`config.mk`:
```
export PLATFORM = sky130hd
export DESIGN_NAME = gcd_rot_cell
export DESIGN_NICKNAME = d
export VERILOG_FILES = /design/src/design/great_circle_distance_top_macros.svh /design/src/design/gcd_pkg.sv /design/src/design/gcd_rot_cell.sv
export SDC_FILE = /design/constraint.sdc
export NUM_CORES = 1
export LEC_CHECK = 0
export ABC_AREA = 1
export BUFFER_PORTS_ARGS = -buffer_cell sky130_fd_sc_hd__buf_2
export CORE_ASPECT_RATIO = 1.5
export CORE_UTILIZATION = 59
export DETAILED_ROUTE_END_ITERATION = 8
export PLACE_DENSITY = 0.85
export SYNTH_ARGS = -nofsm -noshare
export SYNTH_HDL_FRONTEND = slang
export SYNTH_SLANG_ARGS = --single-unit
```
`constraint.sdc`:
```
create_clock -name clk_i -period 3.55 [get_ports clk_i]
set_clock_uncertainty 0.15 [all_clocks]
set_input_delay 0 -clock clk_i [delete_from_list [all_inputs] [get_ports clk_i]]
set_output_delay 0 -clock clk_i [all_outputs]
set_load 0.02 [all_outputs]
```
`src/design/great_circle_distance_top_macros.svh`:
```
// Assertion macros for the great circle distance block.
// Used by great_circle_distance_top; expects clk_i and rst_ni in scope.
`ifndef GREAT_CIRCLE_DISTANCE_TOP_MACROS_SVH
`define GREAT_CIRCLE_DISTANCE_TOP_MACROS_SVH

// Checked only outside reset
`define GCD_ASSERT(label, prop, msg) \
  label: assert property (@(posedge clk_i) disable iff (!rst_ni) prop) \
    else $error(msg);

// Checked at every edge, reset included
`define GCD_ASSERT_RST(label, prop, msg) \
  label: assert property (@(posedge clk_i) prop) else $error(msg);

`endif

```
`src/design/gcd_pkg.sv`:
```
// Shared types, constants and the CORDIC arctangent table.
// No dependencies; used by the top module and the three cell modules.
package gcd_pkg;

  // datapath widths
  localparam int AW          = 34;
  localparam int DW          = 27;
  localparam int SQW         = 62;
  localparam int SQRT_STAGES = 31;

  typedef logic signed [AW-1:0] ang_t;
  typedef logic signed [DW-1:0] deg_t;

  // CORDIC cell state
  typedef struct packed {
    ang_t x;
    ang_t y;
    ang_t z;
  } cq_t;

  // square root cell state, with the cosine sum carried along
  typedef struct packed {
    logic [SQW-1:0]     v;
    logic [SQW-1:0]     res;
    logic signed [31:0] c;
  } sq_t;

  // flags that ride along the pipeline
  typedef struct packed {
    logic batch_end;
    logic zero;
    logic neg_a;
    logic neg_b;
    logic neg_d;
  } sb_t;

  // Q30 constants
  localparam ang_t ONE_Q30     = 34'sd1073741824;
  localparam ang_t PI_Q30      = 34'sd3373259426;
  localparam ang_t HALF_PI_Q30 = 34'sd1686629713;
  localparam ang_t GAIN_Q30    = 34'sd652032874;

  // degree fixed point, 1/65536 degree
  localparam deg_t FULL_TURN    = 27'sd23592960;
  localparam deg_t HALF_TURN    = 27'sd11796480;
  localparam deg_t QUARTER_TURN = 27'sd5898240;

  // pi/180 * 2^40 = 2^34 + DEG2RAD_LO
  localparam logic [30:0] DEG2RAD_LO = 31'd2010228885;
  localparam int          DEG2RAD_HI = 34;

  localparam logic [23:0] RADIUS_RESET = 24'd1630978;

  // atan(2^-i) in Q30
  function automatic ang_t atan_q30(input int unsigned i);
    ang_t r;
    r = '0;
    if (i < 10) begin
      unique case (i)
        0:       r = 34'sd843314857;
        1:       r = 34'sd497837829;
        2:       r = 34'sd263043837;
        3:       r = 34'sd133525159;
        4:       r = 34'sd67021687;
        5:       r = 34'sd33543516;
        6:       r = 34'sd16775851;
        7:       r = 34'sd8388437;
        8:       r = 34'sd4194283;
        default: r = 34'sd2097149;
      endcase
    end else if (i <= 30) begin
      r = ang_t'(34'sd1 <<< (30 - i));
    end
    return r;
  endfunction

endpackage

```
`src/design/gcd_rot_cell.sv`:
```
// One rotation-mode CORDIC cell (sine/cosine), registered output.
// Depends on gcd_pkg.
module gcd_rot_cell #(
  parameter int unsigned STAGE = 0
) (
  input  logic         clk_i,
  input  logic         en_i,
  input  gcd_pkg::cq_t d_i,
  output gcd_pkg::cq_t q_o
);

  gcd_pkg::cq_t cell_d, cell_q;

  // rotate toward z = 0
  always_comb begin
    if (d_i.z >= 0) begin
      cell_d.x = d_i.x - (d_i.y >>> STAGE);
      cell_d.y = d_i.y + (d_i.x >>> STAGE);
      cell_d.z = d_i.z - gcd_pkg::atan_q30(STAGE);
    end else begin
      cell_d.x = d_i.x + (d_i.y >>> STAGE);
      cell_d.y = d_i.y - (d_i.x >>> STAGE);
      cell_d.z = d_i.z + gcd_pkg::atan_q30(STAGE);
    end
  end

  always_ff @(posedge clk_i) begin
    if (en_i) cell_q <= cell_d;
  end

  assign q_o = cell_q;

endmodule

```
==> Yosys cells after proc, flatten, opt, wreduce, memory -nomap -nowiden <==
Cells that the tools add are included.
{ "totals": {"mem_bits_ro": 0, "input_bits": 104, "memories": 0, "register_bits": 102, "out_inout_bits": 102, "word_cells": 10, "latchBits": 0, "mem_bits_rw": 0} }
{ "classes": {"shifts": 0, "magnitude_cmp": 1, "muxes": 1, "reduce_logical": 0, "n_bitwise": 0, "add_sub_neg": 5, "mul": 0, "n_div": 0, "eq_ne": 0} }
{ "op_table": {"columns": ["operator", "n"], "rows": [
  ["$mux 102", 1],
  ["$sub 34x34->34", 2],
  ["$add 34x31->34 const B", 1],
  ["$add 34x34->34", 1],
  ["$ge 34x1->1 const B", 1],
  ["$sub 34x31->34 const B", 1]
]} }

==> Depth between registers and ports, before layout <==
{ "logic_depth": {"word_depth": 2, "mapped_depth": 21, "depth_no_buf": 19} }

==> Least setup slack after synthesis <==
OpenSTA, ideal clock, no wires.
{ "synth_timing": {"path_kind": "in2reg", "start": "in d_i[33] in the netlist's numbering", "end": "reg cell_q, in the netlist q_o[28], data pin", "cell_stages": 16, "arrival_ps": 2349, "setup_time_ps": 252, "path_buffers": 2, "slack_ps": 799, "t_required_ps": 3148, "path_cell_list": "inv_1 ha_1 nand3_1 nor3_2 nand4_1 nor2_1 nor2_1 buf_2 buf_2 fa_1 o21ai_1 a21oi_1 o21bai_1 nand3_1 nand3_1 nand2_1"} }
{ "synth_lines": {"columns": ["item", "line_no", "text"], "rows": [
  ["start, declared", "gcd_rot_cell.sv:8", "input gcd_pkg::cq_t d_i,"],
  ["end signal, assigned", "gcd_rot_cell.sv:28", "if (en_i) cell_q <= cell_d;"],
  ["end, declared", "gcd_rot_cell.sv:12", "gcd_pkg::cq_t cell_d, cell_q;"]
]} }

==> flow_summary.json <==
{
  "slowest_stage": "dlygate4sd3_1",
  "p_leak_nw": 7.25,
  "yosysTopAreaCell": "edfxtp_1",
  "switching_share_pct": 42.8,
  "core_mm2": 0.0209,
  "path_max_fanout": 17,
  "rows": 65,
  "vias_per_cell": 5.94,
  "drc": 1,
  "seq_power_share_pct": 32.3,
  "layout_min_cycle_time_ns": 3.25,
  "drtPass1Iterations": 9,
  "critPathBufInv": 3,
  "grt_pass1_wl_um": 70400,
  "ys_top_cells_by_area": "edfxtp_1 (24%), nand2_1 (16%), ha_1 (13%)",
  "initial_utilization_pct": 60.0,
  "htreeDepth": 3,
  "start_kind": "input port",
  "status": "finished, violations left",
  "relSlewSlack_pct": 59.6,
  "grt_max_degree": 55,
  "synth_edf_count": 101,
  "layout_commonest_cell": "nand2_1",
  "synth_warnings": 0,
  "hpwl_um": 37700,
  "worstMarginPinSlew_ns": 0.607,
  "gr-usage-all-layers_pct": 42.4,
  "hold_viol": 2,
  "final_antenna_net_count": 0,
  "post_dp_cell_area_mm2": 0.0137,
  "wirelength_um": 45700,
  "p_int_mw": 2.85,
  "violations": "DRC, hold timing",
  "numClockSinks": 101,
  "async_flop_share_pct": 0,
  "path_cells": "dlygate4sd3_1, buf_2, nor2_1, nand3_1, nor3_2, nand3_1, nor2_1, nand2_1, nand2_2, ha_1, a21oi_1, o21ai_0, o21bai_1, nand2_1, inv_1, o21bai_1, nand2_1",
  "postCtsSetupRepairBufs": 0,
  "antenna_found_initial": 0,
  "fin_cells": 2379,
  "synthCells": 1927,
  "port_buffers": 205,
  "post_drt_wl_per_cell_um": 19.2,
  "die-width_um": 121,
  "power_density_mw_per_mm2": 356,
  "gp_congestion": 1.04,
  "synthDistinctLibCells": 44,
  "syn-cell-area_mm2": 0.0125,
  "ys_ff_latch": 101,
  "layout_common_cells": "nand2_1 (550), inv_1 (272), buf_2 (204), nor2_1 (181), nand3_1 (167)",
  "switchingPower_mw": 2.13,
  "criticalPathCategory": "in2reg",
  "cts_root_buffer": "clkbuf_16",
  "die-height_um": 181,
  "post-route-period-util_pct": 91.5,
  "cts_buffer_depth": 2,
  "gr-total-overflow": 0,
  "routed-via-count": 14124,
  "final-setup-viol-count": 0,
  "yosysSeqAreaShare_pct": 24.2,
  "vdd_drop_max_mv": 0.260,
  "synthFlopType": "edfxtp_1",
  "p_comb_share_pct": 45.8,
  "avgSynthCellArea_um2": 6.51,
  "place_inst": 2363,
  "critPathMaxStageDelay_ns": 0.53,
  "synth_nets": 2167,
  "fin_area_mm2": 0.0140,
  "path_clk_slew_ns": 0.07,
  "yosysTopAreaCellShare_pct": 24.2,
  "maxSlewViolCount": 0,
  "critPathTopFamily": "simple AND/OR/NAND/NOR gates",
  "clock_power_share_pct": 21.9,
  "crit_required_ns": 3.53,
  "finalSetupTns_ns": 0,
  "n_antenna_cell": 0,
  "maxCapViolations": 0,
  "grt_pass1_vias": 13652,
  "fmax_mhz": 308,
  "die_area_mm2": 0.0219,
  "layout-drive-gt1-share_pct": 12.6,
  "arrival_ns": 3.22,
  "largest_register_ffs": 101,
  "fillerInstances": 1945,
  "rsz0062_at_grt": "false",
  "ios": 206,
  "drt_iter0_drc": 1332,
  "syn2layout_area_growth_pct": 11.5,
  "holdWs_ns": -0.00151,
  "worstSetupEndpointType": "flop",
  "cp_common_cell": "nand2_1",
  "hp-class": "in2reg",
  "numCtsBuffers": 9,
  "cts_tree": "yes",
  "final_nets": 2348
}
## stage by stage
step	setup WS, ns	util, %	total power, mW
final	0.301	66.9	4.98
after global routing	0.101	66.9	5.21
after CTS	0.413	66.9	4.91
after detailed placement	0.378	65.4	3.84
after global placement	0.382	65.4	3.80
after floorplan	0.799	-	3.11
## what timing repair did
item / in CTS / in global routing
hold endpoints to repair: 2 / 0
resized for setup: 0 / 0
hold buffers: 2 / 0
setup endpoints to repair: 0 / 0
## per-layer routing
| layer | GRT usage, % | wire (µm) | part of all wire, % |
|---|---|---|---|
| met1 | 43.0 | 15800 | 35 |
| met2 | 72.5 | 21700 | 47 |
| met3 | 7.91 | 3410 | 7.5 |
| met4 | 38.6 | 4820 | 11 |
| met5 | 0 | 0 | 0 |
## final timing paths
check,startpoint,end,slack (ns),cells past startpoint
worst max-delay path,d_i[0],q_o[20],0.30,17
worst min-delay path,d_i[34],q_o[68],-0.002,4
## logic make-up after synthesis
logic type	count (synthesis)	share of synthesized area (%)
buffers and inverters	323	10.8
adders and majority gates	136	13.8
DFF	101	24.2
AOI/OAI and AO/OA	321	14.0
xor gates and xnor gates	57	3.98
and+or+nand+nor	989	33.2
## power by group through the flow
stage,combinational (mW),clock (mW),sequential (mW)
3_5_place_dp,2.20,0,1.63
4_1_cts,2.21,1.09,1.61
5_1_grt,2.47,1.12,1.62
2_1_floorplan,1.25,0,1.85
3_3_place_gp,2.18,0,1.63
6_report,2.28,1.09,1.61
## area by class of cell
class,count,area [µm²],share of cell area (%)
clock buffers,10,229,1.64
repair buffers,214,1100,7.87
clock inverters,4,73.8,0.528
inverters,279,1050,7.49
multi-input cells,1503,8160,58.4
well taps,268,335,2.40
flip-flops and latches,101,3030,21.7
## cells in the mapped netlist (all sizes together) (4+ instances only)
cell / number
a21boi: 4
a21o: 8
a21oi: 155
buf: 41
edfxtp: 101
fa: 4
ha: 132
inv: 279
nand2: 559
nand3: 168
nand3b: 8
nand4: 22
nor2: 186
nor3: 31
nor4: 10
o21a: 4
o21ai: 123
o21bai: 18
xnor2: 4
xor2: 53
(Power assumes the default switching activity.)
