==> config.mk <==
export PLATFORM = sky130hd
export DESIGN_NAME = gcd_vec_cell
export DESIGN_NICKNAME = d
export VERILOG_FILES = /design/src/design/great_circle_distance_top_macros.svh /design/src/design/gcd_pkg.sv /design/src/design/gcd_vec_cell.sv
export SDC_FILE = /design/constraint.sdc
export NUM_CORES = 1
export LEC_CHECK = 0
export BUFFER_PORTS_ARGS = -buffer_cell sky130_fd_sc_hd__buf_2
export CELL_PAD_IN_SITES_DETAIL_PLACEMENT = 1
export CELL_PAD_IN_SITES_GLOBAL_PLACEMENT = 1
export CORE_MARGIN = 2
export CORE_UTILIZATION = 39
export CTS_CLUSTER_SIZE = 10
export DETAILED_ROUTE_END_ITERATION = 10
export MAX_ROUTING_LAYER = met4
export PLACE_DENSITY = 0.8
export SETUP_SLACK_MARGIN = 0.3
export SYNTH_ARGS = -nofsm -noshare
export SYNTH_HDL_FRONTEND = slang
export SYNTH_SLANG_ARGS = --single-unit
==> constraint.sdc <==
create_clock -name clk_i -period 4.8 [get_ports clk_i]
set_clock_uncertainty 0.15 [all_clocks]
set_input_delay 0.48 -clock clk_i [delete_from_list [all_inputs] [get_ports clk_i]]
set_output_delay 0.48 -clock clk_i [all_outputs]
set_load 0.03 [all_outputs]
==> src/design/great_circle_distance_top_macros.svh <==
// Assertion macros for the great circle distance block.
// Used by great_circle_distance_top; expects clk_i and rst_ni in scope.
`ifndef GREAT_CIRCLE_DISTANCE_TOP_MACROS_SVH
`define GREAT_CIRCLE_DISTANCE_TOP_MACROS_SVH

// Checked only outside reset
`define GCD_ASSERT(label, prop, msg) \
  label: assert property (@(posedge clk_i) disable iff (!rst_ni) prop) \
    else $error(msg);

// Checked at every edge, reset included
`define GCD_ASSERT_RST(label, prop, msg) \
  label: assert property (@(posedge clk_i) prop) else $error(msg);

`endif

==> src/design/gcd_pkg.sv <==
// Shared types, constants and the CORDIC arctangent table.
// No dependencies; used by the top module and the three cell modules.
package gcd_pkg;

  // datapath widths
  localparam int AW          = 34;
  localparam int DW          = 27;
  localparam int SQW         = 62;
  localparam int SQRT_STAGES = 31;

  typedef logic signed [AW-1:0] ang_t;
  typedef logic signed [DW-1:0] deg_t;

  // CORDIC cell state
  typedef struct packed {
    ang_t x;
    ang_t y;
    ang_t z;
  } cq_t;

  // square root cell state, with the cosine sum carried along
  typedef struct packed {
    logic [SQW-1:0]     v;
    logic [SQW-1:0]     res;
    logic signed [31:0] c;
  } sq_t;

  // flags that ride along the pipeline
  typedef struct packed {
    logic batch_end;
    logic zero;
    logic neg_a;
    logic neg_b;
    logic neg_d;
  } sb_t;

  // Q30 constants
  localparam ang_t ONE_Q30     = 34'sd1073741824;
  localparam ang_t PI_Q30      = 34'sd3373259426;
  localparam ang_t HALF_PI_Q30 = 34'sd1686629713;
  localparam ang_t GAIN_Q30    = 34'sd652032874;

  // degree fixed point, 1/65536 degree
  localparam deg_t FULL_TURN    = 27'sd23592960;
  localparam deg_t HALF_TURN    = 27'sd11796480;
  localparam deg_t QUARTER_TURN = 27'sd5898240;

  // pi/180 * 2^40 = 2^34 + DEG2RAD_LO
  localparam logic [30:0] DEG2RAD_LO = 31'd2010228885;
  localparam int          DEG2RAD_HI = 34;

  localparam logic [23:0] RADIUS_RESET = 24'd1630978;

  // atan(2^-i) in Q30
  function automatic ang_t atan_q30(input int unsigned i);
    ang_t r;
    r = '0;
    if (i < 10) begin
      unique case (i)
        0:       r = 34'sd843314857;
        1:       r = 34'sd497837829;
        2:       r = 34'sd263043837;
        3:       r = 34'sd133525159;
        4:       r = 34'sd67021687;
        5:       r = 34'sd33543516;
        6:       r = 34'sd16775851;
        7:       r = 34'sd8388437;
        8:       r = 34'sd4194283;
        default: r = 34'sd2097149;
      endcase
    end else if (i <= 30) begin
      r = ang_t'(34'sd1 <<< (30 - i));
    end
    return r;
  endfunction

endpackage

==> src/design/gcd_vec_cell.sv <==
// One vectoring-mode CORDIC cell (arctangent), registered output.
// Depends on gcd_pkg.
module gcd_vec_cell #(
  parameter int unsigned STAGE = 0
) (
  input  logic         clk_i,
  input  logic         en_i,
  input  gcd_pkg::cq_t d_i,
  output gcd_pkg::cq_t q_o
);

  gcd_pkg::cq_t cell_d, cell_q;

  // drive y toward zero, accumulate angle
  always_comb begin
    if (d_i.y > 0) begin
      cell_d.x = d_i.x + (d_i.y >>> STAGE);
      cell_d.y = d_i.y - (d_i.x >>> STAGE);
      cell_d.z = d_i.z + gcd_pkg::atan_q30(STAGE);
    end else begin
      cell_d.x = d_i.x - (d_i.y >>> STAGE);
      cell_d.y = d_i.y + (d_i.x >>> STAGE);
      cell_d.z = d_i.z - gcd_pkg::atan_q30(STAGE);
    end
  end

  always_ff @(posedge clk_i) begin
    if (en_i) cell_q <= cell_d;
  end

  assign q_o = cell_q;

endmodule

* Yosys cells after proc, flatten, opt, wreduce, memory -nomap -nowiden
Index checks and enable logic that the tools add are counted.
Widths: inputs -> output; s select.
** Operators by class
- Add/sub/neg operators :: 5
- Magnitude comparators :: 1
- Mux-type cells :: 1
** Operators by type and width (count)
- $mux 102 :: 1
- $sub 34x34->34 :: 2
- $add 34x31->34 const B :: 1
- $add 34x34->34 :: 1
- $gt 34x1->1 const B :: 1
- $sub 34x31->34 const B :: 1
** Word-level totals
- Flip-flop bits (word level) :: 102
- Bits of input ports :: 104
- Output and inout bits :: 102
- Logic and storage cells :: 10

* Logic depth before layout (Yosys ltp)
- Word-level depth :: 2
- Mapped depth :: 19
- Depth with buffers taken out :: 16

* Worst setup path after synthesis
Ideal clock, no wire load.
- Path kind :: input port to flip-flop
- Start :: input d_i[40] in the netlist's numbering
- End :: register cell_q (netlist bit q_o[23]), data pin
- Library setup time :: 0.262 ns
- Arrival time :: 4.211 ns
- Required time :: 4.388 ns
- Path slack :: 0.176 ns
- Stages on the path :: 16
- Buffers on the path :: 2
- Path through :: nor4_1 -> nand4_1 -> nor2_1 -> a21o_1 -> clkbuf_1 -> buf_1 -> ha_1 -> and4_1 -> a211oi_1 -> nand2_1 -> a41o_1 -> o31ai_1 -> a311oi_1 -> a21oi_1 -> o21bai_1 -> xor2_1
** RTL lines
- from (decl) :: RTL line gcd_vec_cell.sv:8 : input gcd_pkg::cq_t d_i,
- to (signal assigned) :: RTL line gcd_vec_cell.sv:28 : if (en_i) cell_q <= cell_d;
- to (decl) :: RTL line gcd_vec_cell.sv:12 : gcd_pkg::cq_t cell_d, cell_q;

==> metrics <==
status=complete, but fails checks; failing checks=design-rule violations; Antenna Violating Nets Remaining=0; final core utilization=46.66%; Buf/Inv on CP=4; post-DP HPWL=28.18 mm; Setup-failing EPs final=0; period utilisation layout=86.72%; Top Ports=206; Synth area leaders=edfxtp_1, ha_1, a21oi_1; share of layout cells above drive strength 1=19.53%; Worst EP arrival=4.13 ns; post-route minimum period=4.162 ns; Synth top area share=29.17%; grt ovf=0; Psw=roughly 1.5 mW; combinational group share of total power=44.9%; vias per std cell=5.653; average size of a mapped cell=between 8 and 9 um^2; HP Start=d_i[0]; Power Density=293.0 nW/um^2; DRC=16; Tot GR Track Use=25.30%; Lkg Pwr=5.534 nW; Clk pin slew, worst setup/hold paths=0.09 ns; number of max-cap violations=0; Starting Density=39.79%; Critical Path Sink Type=register; CP top delay family=compound AO/OA/AOI/OAI gates; slowest stage delay, CP=0.43 ns; Async SR Flop Fraction=0%; Clock Path Buffers=2; Final Hold Viols=0; register share of total power=33.9%; via count=9927; final net count=between 1500 and 2000; Mapped Area=10400 um^2; Core ar.=between 20000 and 30000 um^2; Worst-Margin Slew=just over 0.9 ns; Area Growth Syn to Fin=17.27%; CP Max Fanout=9; final WL=34.77 mm; Post-Syn Instances=1213; Worst Hold Class=in -> reg; Fin Setup TNS=0 ns; Die Width=167.3 um; Crit Path Category=in -> reg; vias in the first global route=10260; RD Place Congestion=a little under 1; syn nets=1452; hold path depth=2; wire per inst=about 20 um; CP cell instances=buf_2, nor4_1, buf_4, nand4_1, nor2_1, a21o_2, inv_2, buf_4, ha_1, nand2_1, o21ai_0, o21ai_0, a31o_2, o2bb2ai_1, or3_1, a31oi_1, o21a_1, nor2_1, xnor2_1; initial antenna violation count=3; Synth Flop Type=edfxtp_1; max FFs per register=just over 100; Slew Viols, Final=0; row count=59; Port Buffer Count=205; First-pass DRT Iterations=8; Power, Total=between 3 and 4 mW; largest net degree at the start of global routing=71; RSZ-0062 raised after global routing=false; Switching Share=41.73%; Synth warnings=0; WHS=between 0.2 and 0.3 ns; TritonCTS clock tree=yes; first-pass GRT wire length=55.00 mm; max_slew headroom=between 30% and 40%; clk sinks=101; EDFF count, synth=a little over 100; number of DRC markers in iteration 0=about 600; critical path's slowest cell=ha_1; Max Clk Rate=240.2 MHz; internal power=2.082 mW; die area=27990 um^2; number of fillers in the final layout=between 3000 and 4000; H-tree levels=3; crit path launch type=input port; flops & latches, synth=about 100; Peak VDD IR=0.2024 mV; root buf cell=clkbuf_16; clock power share=21.1%; die height=167.3 um; crit path from=d_i[44]; Hold Path Sink=q_o[0]; critical path required time=4.77 ns; leading area contributor after synthesis=edfxtp_1; number of buffers created by CTS=9; post-synth cell types=76; Seq/Total Area, Yosys=29.17%
-- Yosys cell counts, types with 7 or more instances --
master / n
a21oi_1: 148
ha_1: 131
inv_1: 108
nor2_1: 102
edfxtp_1: 101
xnor2_1: 76
o21ai_0: 69
nand2_1: 62
a21o_1: 35
clkbuf_1: 32
o21bai_1: 31
nor3_1: 23
nand2b_1: 19
o21a_1: 19
nand4_1: 17
nor2b_1: 16
xor2_1: 16
a211oi_1: 12
nand3_1: 12
nor4_1: 12
a31oi_1: 10
mux2i_1: 10
o211ai_1: 10
o31ai_1: 10
buf_2: 8
o21ai_1: 7
-- how the worst max path moves through the flow --
stage | end | cells past startpoint
floorplan | q_o[33] | 19
global placement | q_o[33] | 19
detailed placement | q_o[33] | 19
CTS | q_o[33] | 19
global route | q_o[32] | 19
finish | q_o[33] | 19
-- cell type report --
class / instances / area, um^2 / area share (%)
Antenna cell: 3 / 7.507 / 0.06156
Inverter: 114 / 427.9 / 3.509
Clock inverter: 7 / 65.06 / 0.5336
Multi-Input combinational cell: 947 / 6725 / 55.15
Timing Repair Buffer: 240 / 1291 / 10.59
Clock buffer: 9 / 225.2 / 1.847
Tap cell: 335 / 419.2 / 3.437
Sequential cell: 101 / 3033 / 24.87
-- power by group through the flow --
stage               registers (mW)  clock network [mW]  logic [mW]
floorplan                     1.53                   0       0.780
global placement              1.23                   0        1.56
detailed placement            1.23                   0        1.59
CTS                           1.21               0.770        1.60
global route                  1.23               0.802        1.73
finish                        1.21               0.755        1.61
-- repair_timing --
| action | in CTS | in global routing |
|---|---|---|
| setup buffers | 0 | 1 |
| hold buffers | 0 | 0 |
| resized for setup | 0 | 3 |
| endpoints found under the setup margin | 0 | 3 |
-- logic make-up after synthesis --
family          after synthesis  synth area share [%]
compound gates              416                 25.74
fa+ha+maj                   135                 16.53
flops                       101                 29.17
mux                          10                0.9626
xor+xnor                     92                 7.749
simple gates                294                 13.61
buf+inv                     165                 6.245
-- per-layer routing --
layer | share of wire, % | global-route usage, % | vias to the layer above
li1 | - | - | 4770
met1 | 46 | 32.93 | 4786
met2 | 46 | 40.88 | 310
met3 | 5.2 | 3.545 | 61
met4 | 2.6 | 7.977 | 0
met5 | 0 | - | -
-- layout by cell type (no fill, tap or decap), drive strengths merged, types with 5 or more instances in the layout --
| cell type | n |
|---|---|
| a211oi | 12 |
| a21boi | 5 |
| a21o | 35 |
| a21oi | 148 |
| a221oi | 5 |
| a31oi | 10 |
| and2 | 5 |
| and3 | 6 |
| and4 | 5 |
| buf | 240 |
| clkbuf | 9 |
| clkinv | 7 |
| edfxtp | 101 |
| ha | 131 |
| inv | 113 |
| mux2i | 10 |
| nand2 | 62 |
| nand2b | 19 |
| nand3 | 12 |
| nand4 | 17 |
| nor2 | 103 |
| nor2b | 16 |
| nor3 | 23 |
| nor4 | 12 |
| o2111ai | 6 |
| o211ai | 10 |
| o21a | 19 |
| o21ai | 77 |
| o21bai | 32 |
| o311ai | 5 |
| o31ai | 12 |
| or2 | 6 |
| xnor2 | 76 |
| xor2 | 16 |
-- through the flow --
| step | setup slack, ns | instances | cell area, um^2 |
|---|---|---|---|
| 5_1_grt | 0.3057 | 1756 | 12190 |
| 3_5_place_dp | 0.1663 | 1736 | 11880 |
| 4_1_cts | 0.5532 | 1752 | 12170 |
| 6_report | 0.6376 | 1756 | 12190 |
| 2_1_floorplan | 0.3820 | 1213 | 10400 |
| 3_3_place_gp | 0.3007 | 1736 | 11880 |
Power figures use the tool's default switching activity.
